**config.mk**
```make
export PLATFORM = sky130hd
export DESIGN_NAME = link_keepalive_watchdog
export DESIGN_NICKNAME = d
export VERILOG_FILES = /design/src/lkw_pkg.sv /design/src/lkw_engine.sv /design/src/link_keepalive_watchdog.sv
export SDC_FILE = /design/constraint.sdc
export NUM_CORES = 1
export LEC_CHECK = 0
export BUFFER_PORTS_ARGS = -buffer_cell sky130_fd_sc_hd__clkbuf_2
export CORE_AREA = 8 8 221 202
export DETAILED_ROUTE_END_ITERATION = 10
export DIE_AREA = 0 0 229 210
export HOLD_SLACK_MARGIN = 0.02
export PLACE_DENSITY_LB_ADDON = 0.25
export SLEW_MARGIN = 15
export SYNTH_ARGS = -nofsm -noshare
export SYNTH_HDL_FRONTEND = slang
export SYNTH_HIERARCHICAL = 1
export SYNTH_SLANG_ARGS = --single-unit
```
**constraint.sdc**
```tcl
create_clock -name clk -period 7.22 [get_ports clk]
set_clock_uncertainty 0.15 [all_clocks]
set_input_delay 0.361 -clock clk [delete_from_list [all_inputs] [get_ports clk]]
set_output_delay 0.361 -clock clk [all_outputs]
set_load 0.01 [all_outputs]
```
**src/lkw_pkg.sv**
```systemverilog
// Shared types and constants for the link keep-alive watchdog.
package lkw_pkg;

  localparam int unsigned TIME_WIDTH_DEFAULT = 32;
  localparam int unsigned STAMP_W            = 32;
  localparam int unsigned LIMIT_W            = 32;
  localparam int unsigned REQ_W              = 3;

  localparam logic [LIMIT_W-1:0] IDLE_DEFAULT    = LIMIT_W'(3000);
  localparam logic [LIMIT_W-1:0] TIMEOUT_DEFAULT = LIMIT_W'(10000);
  localparam logic [LIMIT_W-1:0] IDLE_MIN        = LIMIT_W'(500);
  localparam logic [LIMIT_W-1:0] TIMEOUT_MIN     = LIMIT_W'(2000);

  typedef enum logic [REQ_W-1:0] {
    REQ_CHECK  = 3'd0,
    REQ_RX     = 3'd1,
    REQ_TX     = 3'd2,
    REQ_TIMING = 3'd3,
    REQ_LINK   = 3'd4
  } req_e_t;

  typedef struct packed {
    logic [REQ_W-1:0]   req_type;
    logic [STAMP_W-1:0] now_ms;
    logic [LIMIT_W-1:0] idle_request_ms;
    logic [LIMIT_W-1:0] timeout_request_ms;
    logic               link_up;
  } event_t;

  typedef struct packed {
    logic send_keepalive;
    logic host_gone;
    logic timing_accepted;
    logic connected_now;
  } result_t;

endpackage

```
**src/lkw_engine.sv**
```systemverilog
// Watchdog state and per-event decision logic.
module lkw_engine
  import lkw_pkg::*;
#(
  parameter int unsigned TIME_WIDTH = TIME_WIDTH_DEFAULT
) (
  input  logic    clk,
  input  logic    rst_n,
  input  event_t  evt,
  input  logic    commit,
  output result_t res
);

  localparam int unsigned CMP_W = (TIME_WIDTH > LIMIT_W) ? TIME_WIDTH : LIMIT_W;

  logic [TIME_WIDTH-1:0] last_rx_r, last_rx_nxt;
  logic [TIME_WIDTH-1:0] last_tx_r, last_tx_nxt;
  logic [LIMIT_W-1:0]    idle_lim_r, idle_lim_nxt;
  logic [LIMIT_W-1:0]    tmo_lim_r, tmo_lim_nxt;
  logic                  host_up_r, host_up_nxt;

  logic [TIME_WIDTH-1:0] now_t;
  logic [TIME_WIDTH-1:0] rx_elapsed;
  logic [TIME_WIDTH-1:0] tx_elapsed;
  logic                  rx_expired;
  logic                  tx_idle;
  logic                  timing_ok;

  assign now_t      = TIME_WIDTH'(evt.now_ms);
  assign rx_elapsed = now_t - last_rx_r;
  assign tx_elapsed = now_t - last_tx_r;
  assign rx_expired = (last_rx_r != '0) && (CMP_W'(rx_elapsed) >= CMP_W'(tmo_lim_r));
  assign tx_idle    = (last_tx_r == '0) || (CMP_W'(tx_elapsed) >= CMP_W'(idle_lim_r));
  assign timing_ok  = (evt.idle_request_ms >= IDLE_MIN) &&
                      (evt.timeout_request_ms >= TIMEOUT_MIN) &&
                      (evt.timeout_request_ms > evt.idle_request_ms);

  always_comb begin
    last_rx_nxt         = last_rx_r;
    last_tx_nxt         = last_tx_r;
    idle_lim_nxt        = idle_lim_r;
    tmo_lim_nxt         = tmo_lim_r;
    host_up_nxt         = host_up_r;
    res.send_keepalive  = 1'b0;
    res.host_gone       = 1'b0;
    res.timing_accepted = 1'b0;
    case (req_e_t'(evt.req_type))
      REQ_CHECK: begin
        if (host_up_r) begin
          if (rx_expired) begin
            // host silent too long: drop the link and fall back to defaults
            res.host_gone = 1'b1;
            host_up_nxt   = 1'b0;
            idle_lim_nxt  = IDLE_DEFAULT;
            tmo_lim_nxt   = TIMEOUT_DEFAULT;
          end else if (tx_idle) begin
            res.send_keepalive = 1'b1;
            last_tx_nxt        = now_t;
          end
        end
      end
      REQ_RX:  last_rx_nxt = now_t;
      REQ_TX:  last_tx_nxt = now_t;
      REQ_TIMING: begin
        if (timing_ok) begin
          idle_lim_nxt        = evt.idle_request_ms;
          tmo_lim_nxt         = evt.timeout_request_ms;
          res.timing_accepted = 1'b1;
        end
      end
      REQ_LINK: host_up_nxt = evt.link_up;
      default: ;
    endcase
    res.connected_now = host_up_nxt;
  end

  always_ff @(posedge clk) begin
    if (!rst_n) begin
      last_rx_r  <= '0;
      last_tx_r  <= '0;
      idle_lim_r <= IDLE_DEFAULT;
      tmo_lim_r  <= TIMEOUT_DEFAULT;
      host_up_r  <= 1'b0;
    end else if (commit) begin
      last_rx_r  <= last_rx_nxt;
      last_tx_r  <= last_tx_nxt;
      idle_lim_r <= idle_lim_nxt;
      tmo_lim_r  <= tmo_lim_nxt;
      host_up_r  <= host_up_nxt;
    end
  end

endmodule

```
**src/link_keepalive_watchdog.sv**
```systemverilog
// Top level of the link keep-alive watchdog: input and result registers.
//
// Usage: each transfer on the in_ channel is one link event (periodic check,
// line received, message sent, apply timing, set connection) stamped with a
// free-running millisecond time. Every event yields exactly one result on
// the out_ channel carrying the keep-alive request, host-gone, timing-accepted
// and connection flags. Both channels use valid/ready.
// Path: an event taken on in_ is held in the input register, and its result
// is loaded into the result register before it shows on out_.
// Throughput: one event per cycle while out_ready is high; the event register
// feeds the decision logic and the state and result registers load together,
// so a new event enters while the previous result waits.
// Stall: when out_ready is low with a result held, the result and the event
// behind it hold; in_ready drops only once both registers are full.
// Reset (rst_n low, synchronous): both channels empty, receive and send times
// cleared to never, limits back to 3000 ms idle and 10000 ms timeout, link
// marked disconnected. TIME_WIDTH sets the width of the stored timestamps and
// the wrap of elapsed-time arithmetic.
module link_keepalive_watchdog
  import lkw_pkg::*;
#(
  parameter int unsigned TIME_WIDTH = TIME_WIDTH_DEFAULT
) (
  input  logic               clk,
  input  logic               rst_n,
  input  logic               in_valid,
  output logic               in_ready,
  input  logic [REQ_W-1:0]   in_req_type,
  input  logic [STAMP_W-1:0] in_now_ms,
  input  logic [LIMIT_W-1:0] in_idle_request_ms,
  input  logic [LIMIT_W-1:0] in_timeout_request_ms,
  input  logic               in_link_up,
  output logic               out_valid,
  input  logic               out_ready,
  output logic               out_send_keepalive,
  output logic               out_host_gone,
  output logic               out_timing_accepted,
  output logic               out_connected_now
);

  logic    evt_valid_r;
  event_t  evt_r;
  logic    out_valid_r;
  result_t res_r;
  result_t res;
  logic    out_free;
  logic    advance;

  assign out_free = !out_valid_r || out_ready;
  assign advance  = evt_valid_r && out_free;
  assign in_ready = !evt_valid_r || out_free;

  lkw_engine #(
    .TIME_WIDTH(TIME_WIDTH)
  ) u_engine (
    .clk   (clk),
    .rst_n (rst_n),
    .evt   (evt_r),
    .commit(advance),
    .res   (res)
  );

  always_ff @(posedge clk) begin
    if (!rst_n) begin
      evt_valid_r <= 1'b0;
      out_valid_r <= 1'b0;
    end else begin
      if (in_ready) evt_valid_r <= in_valid;
      if (out_free) out_valid_r <= evt_valid_r;
    end
  end

  always_ff @(posedge clk) begin
    if (in_valid && in_ready) begin
      evt_r.req_type           <= in_req_type;
      evt_r.now_ms             <= in_now_ms;
      evt_r.idle_request_ms    <= in_idle_request_ms;
      evt_r.timeout_request_ms <= in_timeout_request_ms;
      evt_r.link_up            <= in_link_up;
    end
    if (advance) res_r <= res;
  end

  assign out_valid           = out_valid_r;
  assign out_send_keepalive  = res_r.send_keepalive;
  assign out_host_gone       = res_r.host_gone;
  assign out_timing_accepted = res_r.timing_accepted;
  assign out_connected_now   = res_r.connected_now;

endmodule

```
==> flow_metrics.py, run 1 <==
metrics = {
    "yosys": {
        "synth_simple_gate_area_share_pct": 17.0,
        "synth.area.top_cells": "edfxtp_1 22%, dfxtp_1 19%, ha_1 14%",
        "avgSynthCellArea_um2": 8.97,
        "synthFlopType": "dfxtp_1",
        "synth_top_family_by_area": "simple AND/OR/NAND/NOR gates",
        "synth-seq-cells": 235,
        "synth-seq-area-share_pct": 40.6,
        "synthXorXnorAreaFrac_pct": 3.40,
        "synth_area_leader_cell": "edfxtp_1",
        "ys_warn_count": 6,
        "syn-num-nets": 1841,
        "synthAdderAreaFrac_pct": 14.3,
        "synth-compound-area-share_pct": 15.7,
        "netlist_area_um2": 14200,
        "synth_edf_count": 104,
        "yosysUniqueCellTypes": 62,
        "async_flop_share_pct": 0,
        "yosysMostFrequentCell": "nand2_1",
        "synthMuxAreaShare_pct": 2.26,
        "synthTopCellsByCount": "230 x nand2_1, 175 x inv_1, 158 x ha_1",
        "syn_inst": 1577,
        "synth_top_area_share_pct": 22.1,
    },
    "worst_setup_path": {
        "critical_path.top_delay_family": "compound AO/OA/AOI/OAI gates",
        "r2r_cells": 19,
        "critPathArrivalTime_ns": 6.65,
        "path_buf_inv": 1,
        "worstPathRequired_ns": 7.55,
        "cp_slowest_cell": "o31ai_1",
        "critPathLaunchType": "flop",
        "endpoint_kind": "flop",
        "cp.depth": 19,
        "worstPathMaxFanout": 32,
        "crit_path_cell_trace": "ha_1 -> o21a_1 -> o31a_1 -> o31ai_1 -> o21ai_0 -> a21boi_0 -> o31ai_1 -> a31oi_1 -> xnor2_1 -> ha_1 -> nand4_1 -> nor2_1 -> a221oi_1 -> o21ai_0 -> o21ai_1 -> o41ai_1 -> o21ai_4 -> buf_4 -> mux2i_1",
        "cp_slowest_stage_delay_ns": 0.86,
        "critPathKind": "reg -> reg",
    },
    "sta": {
        "min_period_ns": 6.32,
        "rsz0062_at_grt": "no",
        "min_period_over_period_pct": 87.5,
        "hold_viol_final": 0,
        "maxSlewViolCount": 0,
        "setup_slack_ns": 0.901,
        "relSlewSlack_pct": 35.7,
        "tightest_slew_ns": 0.957,
        "fin_tns_setup_ns": 0,
        "fmax_mhz": 158,
        "setup_viol": 0,
    },
    "floorplan": {
        "initial_utilization_pct": 34.5,
        "die_y_um": 210,
        "core_area_um2": 41000,
        "die_area_um2": 48100,
        "placementRows": 71,
        "die_x_um": 229,
        "ioPinCount": 110,
    },
    "pwr": {
        "total_power_w": 0.00348,
        "power.density_nw_per_um2": 203,
        "power.share.clock_pct": 41.7,
        "p_leak_nw": 6.65,
        "pwr-share-seq_pct": 42.6,
        "p_sw_w": 0.000944,
        "sw_frac_of_total_pct": 27.1,
        "pwr-share-comb_pct": 15.8,
        "p_int_w": 0.00254,
        "ir_worst_vdd_uv": 194,
    },
    "clock_network": {
        "path_clk_slew_ns": 0.06,
        "htree_levels": 1,
        "cts.sinks": 235,
        "insertion_delay_ns": 0.56,
        "clockRootBuffer": "clkbuf_16",
        "cts_buffers": 28,
        "cts_tree": "yes",
        "cts_setup_buffers": 0,
        "cts_buffer_depth": 3,
    },
    "detailed_routing": {
        "viasPerCell": 5.16,
        "drt-pass1-iter-count": 5,
        "avgRoutedWirePerCell_um": 18.1,
        "wirelength_um": 42200,
        "drt-initial-drc-count": 848,
        "detail-route-antenna-nets": 0,
        "drc": 0,
        "vias": 12000,
    },
    "place": {
        "place_ws_ns": 0.900,
        "placed_cell_area_um2": 15200,
        "dp.cells": 2176,
        "gp_congestion": 0.884,
        "portBuffers": 109,
        "dp_hpwl_um": 31500,
    },
    "grt": {
        "grt.total_usage_pct": 16.9,
        "grt_max_degree": 129,
        "grt_pass1_vias": 12000,
        "grt_overflow": 0,
        "antenna_found_initial": 3,
        "grt_pass1_wl_um": 65700,
    },
    "layout": {
        "fin_area_um2": 17200,
        "finalNonFillerCells": 2331,
        "areaGrowthSynthToFinish_pct": 21.4,
        "drive_above_1_share_pct": 10.0,
        "final_nets": 2025,
        "fillerInstances": 4109,
    },
    "min_path": {
        "holdCritPathClass": "in -> reg",
        "hold_depth": 3,
    },
    "job": {
        "cap_violations": 0,
    },
    "status": {
        "status": "completed",
    },
}
[worst reg2reg max path, delay by kind of cell, from the launching register on]
family / cells / cell delay [ns]
buffers and inverters: 1 / 0.55
adder cells (fa/ha/maj): 2 / 0.69
AND/OR/NAND/NOR: 2 / 0.20
multiplexers: 1 / 0.29
flip-flops: 1 / 0.50
XOR/XNOR: 1 / 0.27
AO/OA/AOI/OAI: 12 / 3.59
[cell families after synthesis]
group	count (synthesis)
fa+ha+maj	160
xor+xnor	55
mux	32
simple gates	499
flops	235
compound gates	356
buf+inv	240
[final timing paths]
path	startpoint	endpoint	slack (ns)
setup reg to reg	evt_r[68]$_DFFE_PP_	u_engine/last_tx_r[3]$_SDFFE_PN0P_	0.90
setup / recovery	evt_r[68]$_DFFE_PP_	u_engine/last_tx_r[3]$_SDFFE_PN0P_	0.90
hold reg to reg	u_engine/idle_lim_r[22]$_SDFFE_PN0P_	u_engine/idle_lim_r[22]$_SDFFE_PN0P_	0.30
hold / removal	out_ready	out_valid$_SDFFE_PN0P_	0.04
[repair_timing]
item                                   in CTS  in global routing
gates resized for setup                     0                  0
hold buffers                              102                  0
setup endpoints to repair                   0                  0
endpoints found under the hold margin     101                  0
[through the flow]
stage | hold slack, ns | util (%)
2_1_floorplan | 0.278 | -
3_3_place_gp | 0.289 | 37.0
3_5_place_dp | 0.290 | 37.1
4_1_cts | 0.0223 | 41.9
5_1_grt | 0.0283 | 41.9
6_report | 0.0396 | 41.9
[cell usage in the layout, fill, tap and decap left out, types with 32 or more instances in the layout]
cell type	synthesis	final
ha_1	158	158
nor2_1	62	61
nand4_1	82	82
dlygate4sd3_1	0	102
xnor2_1	35	35
edfxtp_1	104	104
dfxtp_1	131	131
nand2_1	230	230
o21ai_0	80	80
inv_1	175	175
mux2i_1	32	32
clkbuf_2	4	109
a21boi_0	38	38
a21oi_1	85	84
[cell type report]
cell class / instances / area [µm²] / area share [%]
Antenna cell: 1 / 2.50 / 0.0146
Clock buffer: 38 / 813 / 4.73
Clock inverter: 14 / 135 / 0.787
Inverter: 175 / 657 / 3.82
Multi-Input combinational cell: 1102 / 7500 / 43.6
Sequential cell: 235 / 5750 / 33.4
Tap cell: 547 / 684 / 3.98
Timing Repair Buffer: 219 / 1650 / 9.58
[power groups by stage]
stage	Sequential [W]	Clock [W]	Combinational (W)
after floorplan	0.00149	0	0.000346
after global placement	0.00151	0	0.000493
after detailed placement	0.00151	0	0.000500
after CTS	0.00148	0.00149	0.000548
after global routing	0.00149	0.00154	0.000611
final	0.00148	0.00145	0.000549
[state kept, by name (all words and copies together) (netlist names)]
register	cells
out_send_keepalive	1
out_host_gone	1
out_connected_now	1
u_engine/last_rx_r	32
out_valid	1
u_engine/host_up_r	1
evt_valid_r	1
u_engine/last_tx_r	32
u_engine/tmo_lim_r	32
out_timing_accepted	1
u_engine/idle_lim_r	32
evt_r	100
[routing by layer]
metal / track usage (%) / routed length, µm
met5: 0 / 26
met4: 5.65 / 1400
met2: 27.3 / 19000
met1: 22.5 / 19600
met3: 3.52 / 2170
No activity file was read; power rests on OpenSTA's default activity.
==> run 2, diff against run 1 <==
Clock period 7.22 ns to 7.37 ns, I/O delays scaled along.
==> run 2 against run 1 <==
Compared with the run above: sequential share of layout area is 0.076 points higher; final cell count about the same; core utilization down 0.094 points; routed wire length rose by 0.15%; combinational power fell by 2%; power shrank 3.5%; die area unchanged; clock power down 6%; sequential cell count stayed put; critical path type unchanged; critical endpoint is now u_engine/last_tx_r[10]$_SDFFE_PN0P_; largest power group unchanged.
==> flow_metrics.py, run 2 (synthesis results as in run 1) <==
metrics = {
    "floorplan": {
        "die_y_um": 210,
        "die_x_um": 229,
        "initial_utilization_pct": 34.5,
        "ioPinCount": 110,
        "core_area_um2": 41000,
        "die_area_um2": 48100,
        "placementRows": 71,
    },
    "worst_setup_path": {
        "path_buf_inv": 1,
        "critical_path.top_delay_family": "compound AO/OA/AOI/OAI gates",
        "crit_path_cell_trace": "ha_1 -> nor2b_1 -> o31a_1 -> o31ai_1 -> o21ai_0 -> a21boi_0 -> o31ai_1 -> a31oi_1 -> xnor2_1 -> ha_1 -> nand4_1 -> nor2_1 -> a221oi_1 -> o21ai_0 -> o21ai_1 -> o41ai_1 -> o21ai_4 -> buf_4 -> mux2i_1",
        "critPathLaunchType": "flop",
        "r2r_start": "evt_r[66]$_DFFE_PP_",
        "critPathKind": "reg -> reg",
        "endpoint_kind": "flop",
        "cp_slowest_cell": "o31ai_1",
        "worstPathMaxFanout": 32,
        "cp_slowest_stage_delay_ns": 0.87,
        "cp-startpoint": "evt_r[66]$_DFFE_PP_",
        "reg2reg_setup_slack_ns": 0.91,
        "critPathArrivalTime_ns": 6.79,
        "worstPathRequired_ns": 7.70,
    },
    "detailed_routing": {
        "drt-pass1-iter-count": 6,
        "wirelength_um": 42300,
        "detail-route-antenna-nets": 0,
        "drt-initial-drc-count": 802,
        "drc": 0,
        "viasPerCell": 5.15,
        "avgRoutedWirePerCell_um": 18.2,
        "vias": 12000,
    },
    "clock_network": {
        "cts_buffers": 27,
        "path_clk_slew_ns": 0.06,
        "insertion_delay_ns": 0.56,
        "cts.sinks": 235,
        "htree_levels": 1,
        "cts_setup_buffers": 0,
        "clockRootBuffer": "clkbuf_16",
        "cts_tree": "yes",
        "cts_buffer_depth": 3,
    },
    "place": {
        "gp_congestion": 0.884,
        "placed_cell_area_um2": 15200,
        "place_ws_ns": 0.984,
        "portBuffers": 109,
        "dp_hpwl_um": 31500,
    },
    "sta": {
        "rsz0062_at_grt": "no",
        "min_period_ns": 6.46,
        "maxSlewViolCount": 0,
        "min_period_over_period_pct": 87.7,
        "setup_viol": 0,
        "tightest_slew_ns": 1.31,
        "fin_tns_setup_ns": 0,
        "relSlewSlack_pct": 10.4,
        "setup_slack_ns": 0.905,
        "hold_viol_final": 0,
        "fmax_mhz": 155,
    },
    "layout": {
        "final_nets": 2024,
        "fin_area_um2": 17100,
        "final_cell_mix": "230 x nand2_1, 175 x inv_1, 158 x ha_1, 131 x dfxtp_1, 108 x clkbuf_2",
        "regMostFlops": "evt_r",
        "final_common_cell": "nand2_1",
        "areaGrowthSynthToFinish_pct": 21.1,
        "drive_above_1_share_pct": 9.94,
        "largest_reg_flops": 100,
    },
    "grt": {
        "antenna_found_initial": 1,
        "grt_pass1_wl_um": 66200,
        "grt.total_usage_pct": 17.1,
        "grt_overflow": 0,
        "grt_max_degree": 129,
        "grt_pass1_vias": 11800,
    },
    "min_path": {
        "holdCritStartpoint": "out_ready",
        "holdCritPathClass": "in -> reg",
    },
    "pwr": {
        "total_power_w": 0.00336,
        "power.density_nw_per_um2": 196,
        "ir_worst_vdd_uv": 170,
        "p_leak_nw": 6.63,
    },
    "status": {
        "status": "completed",
    },
    "job": {
        "cap_violations": 0,
    },
}
[run 2: cell types whose count changed in the layout (fill, tap and decap cells not counted), sizes merged]
cell / change
bufinv: -1
clkbuf: +5
clkinv: -6
[run 2: through the flow]
| step | cells | util (%) | hold slack, ns |
|---|---|---|---|
| 2_1_floorplan | 1577 | - | 0.278 |
| 3_3_place_gp | 2176 | 37.0 | 0.289 |
| 3_5_place_dp | 2176 | 37.0 | 0.289 |
| 4_1_cts | 2328 | 41.8 | 0.0337 |
| 5_1_grt | 2329 | 41.8 | 0.0374 |
| 6_report | 2329 | 41.8 | 0.0524 |
[run 2: worst register-to-register path: cells and delay by family, from the launching register on]
family | cells | cell delay (ns)
AOI/OAI and AO/OA | 11 | 3.64
adders and majority gates | 2 | 0.64
buffers and inverters | 1 | 0.55
DFF | 1 | 0.52
and+or+nand+nor | 3 | 0.36
muxes | 1 | 0.28
xor gates and xnor gates | 1 | 0.27
[run 2: final cells by class]
| cell class | count | area (µm²) |
|---|---|---|
| well taps | 547 | 684 |
| clock inverters | 7 | 72.6 |
| clock buffers | 43 | 838 |
| repair buffers | 219 | 1650 |
| inverters | 175 | 657 |
| fillers | 4096 | 23900 |
| multi-input cells | 1102 | 7490 |
| flip-flops and latches | 235 | 5750 |
| diodes | 1 | 2.50 |
[run 2: final timing paths]
check / end / cells after the start
setup / recovery: u_engine/last_tx_r[10]$_SDFFE_PN0P_ / 19
hold / removal: out_valid$_SDFFE_PN0P_ / 3
setup reg to reg: u_engine/last_tx_r[10]$_SDFFE_PN0P_ / 19
hold reg to reg: u_engine/idle_lim_r[24]$_SDFFE_PN0P_ / 2
[run 2: layer usage]
layer  share of wire (%)  GRT usage, %  vias to the layer above
li1                    -             -                     5965
met1                  47          23.4                     5686
met2                  46          27.6                      278
met3                 4.6          2.65                       65
met4                 2.7          4.86                        0
met5                   0             0                        -
[run 2: what timing repair did]
| item | in CTS | in global routing |
|---|---|---|
| endpoints found under the hold margin | 101 | 0 |
| gates resized for setup | 0 | 0 |
| hold buffers | 102 | 0 |
[run 2: report_power, final]
group	leakage, nW	total (W)	internal [W]	switching [W]
Clock	0.441	0.00137	0.000815	0.000555
Sequential	2.07	0.00145	0.00141	0.0000448
Combinational	4.11	0.000536	0.000233	0.000303
Total	6.63	0.00336	0.00245	0.000903
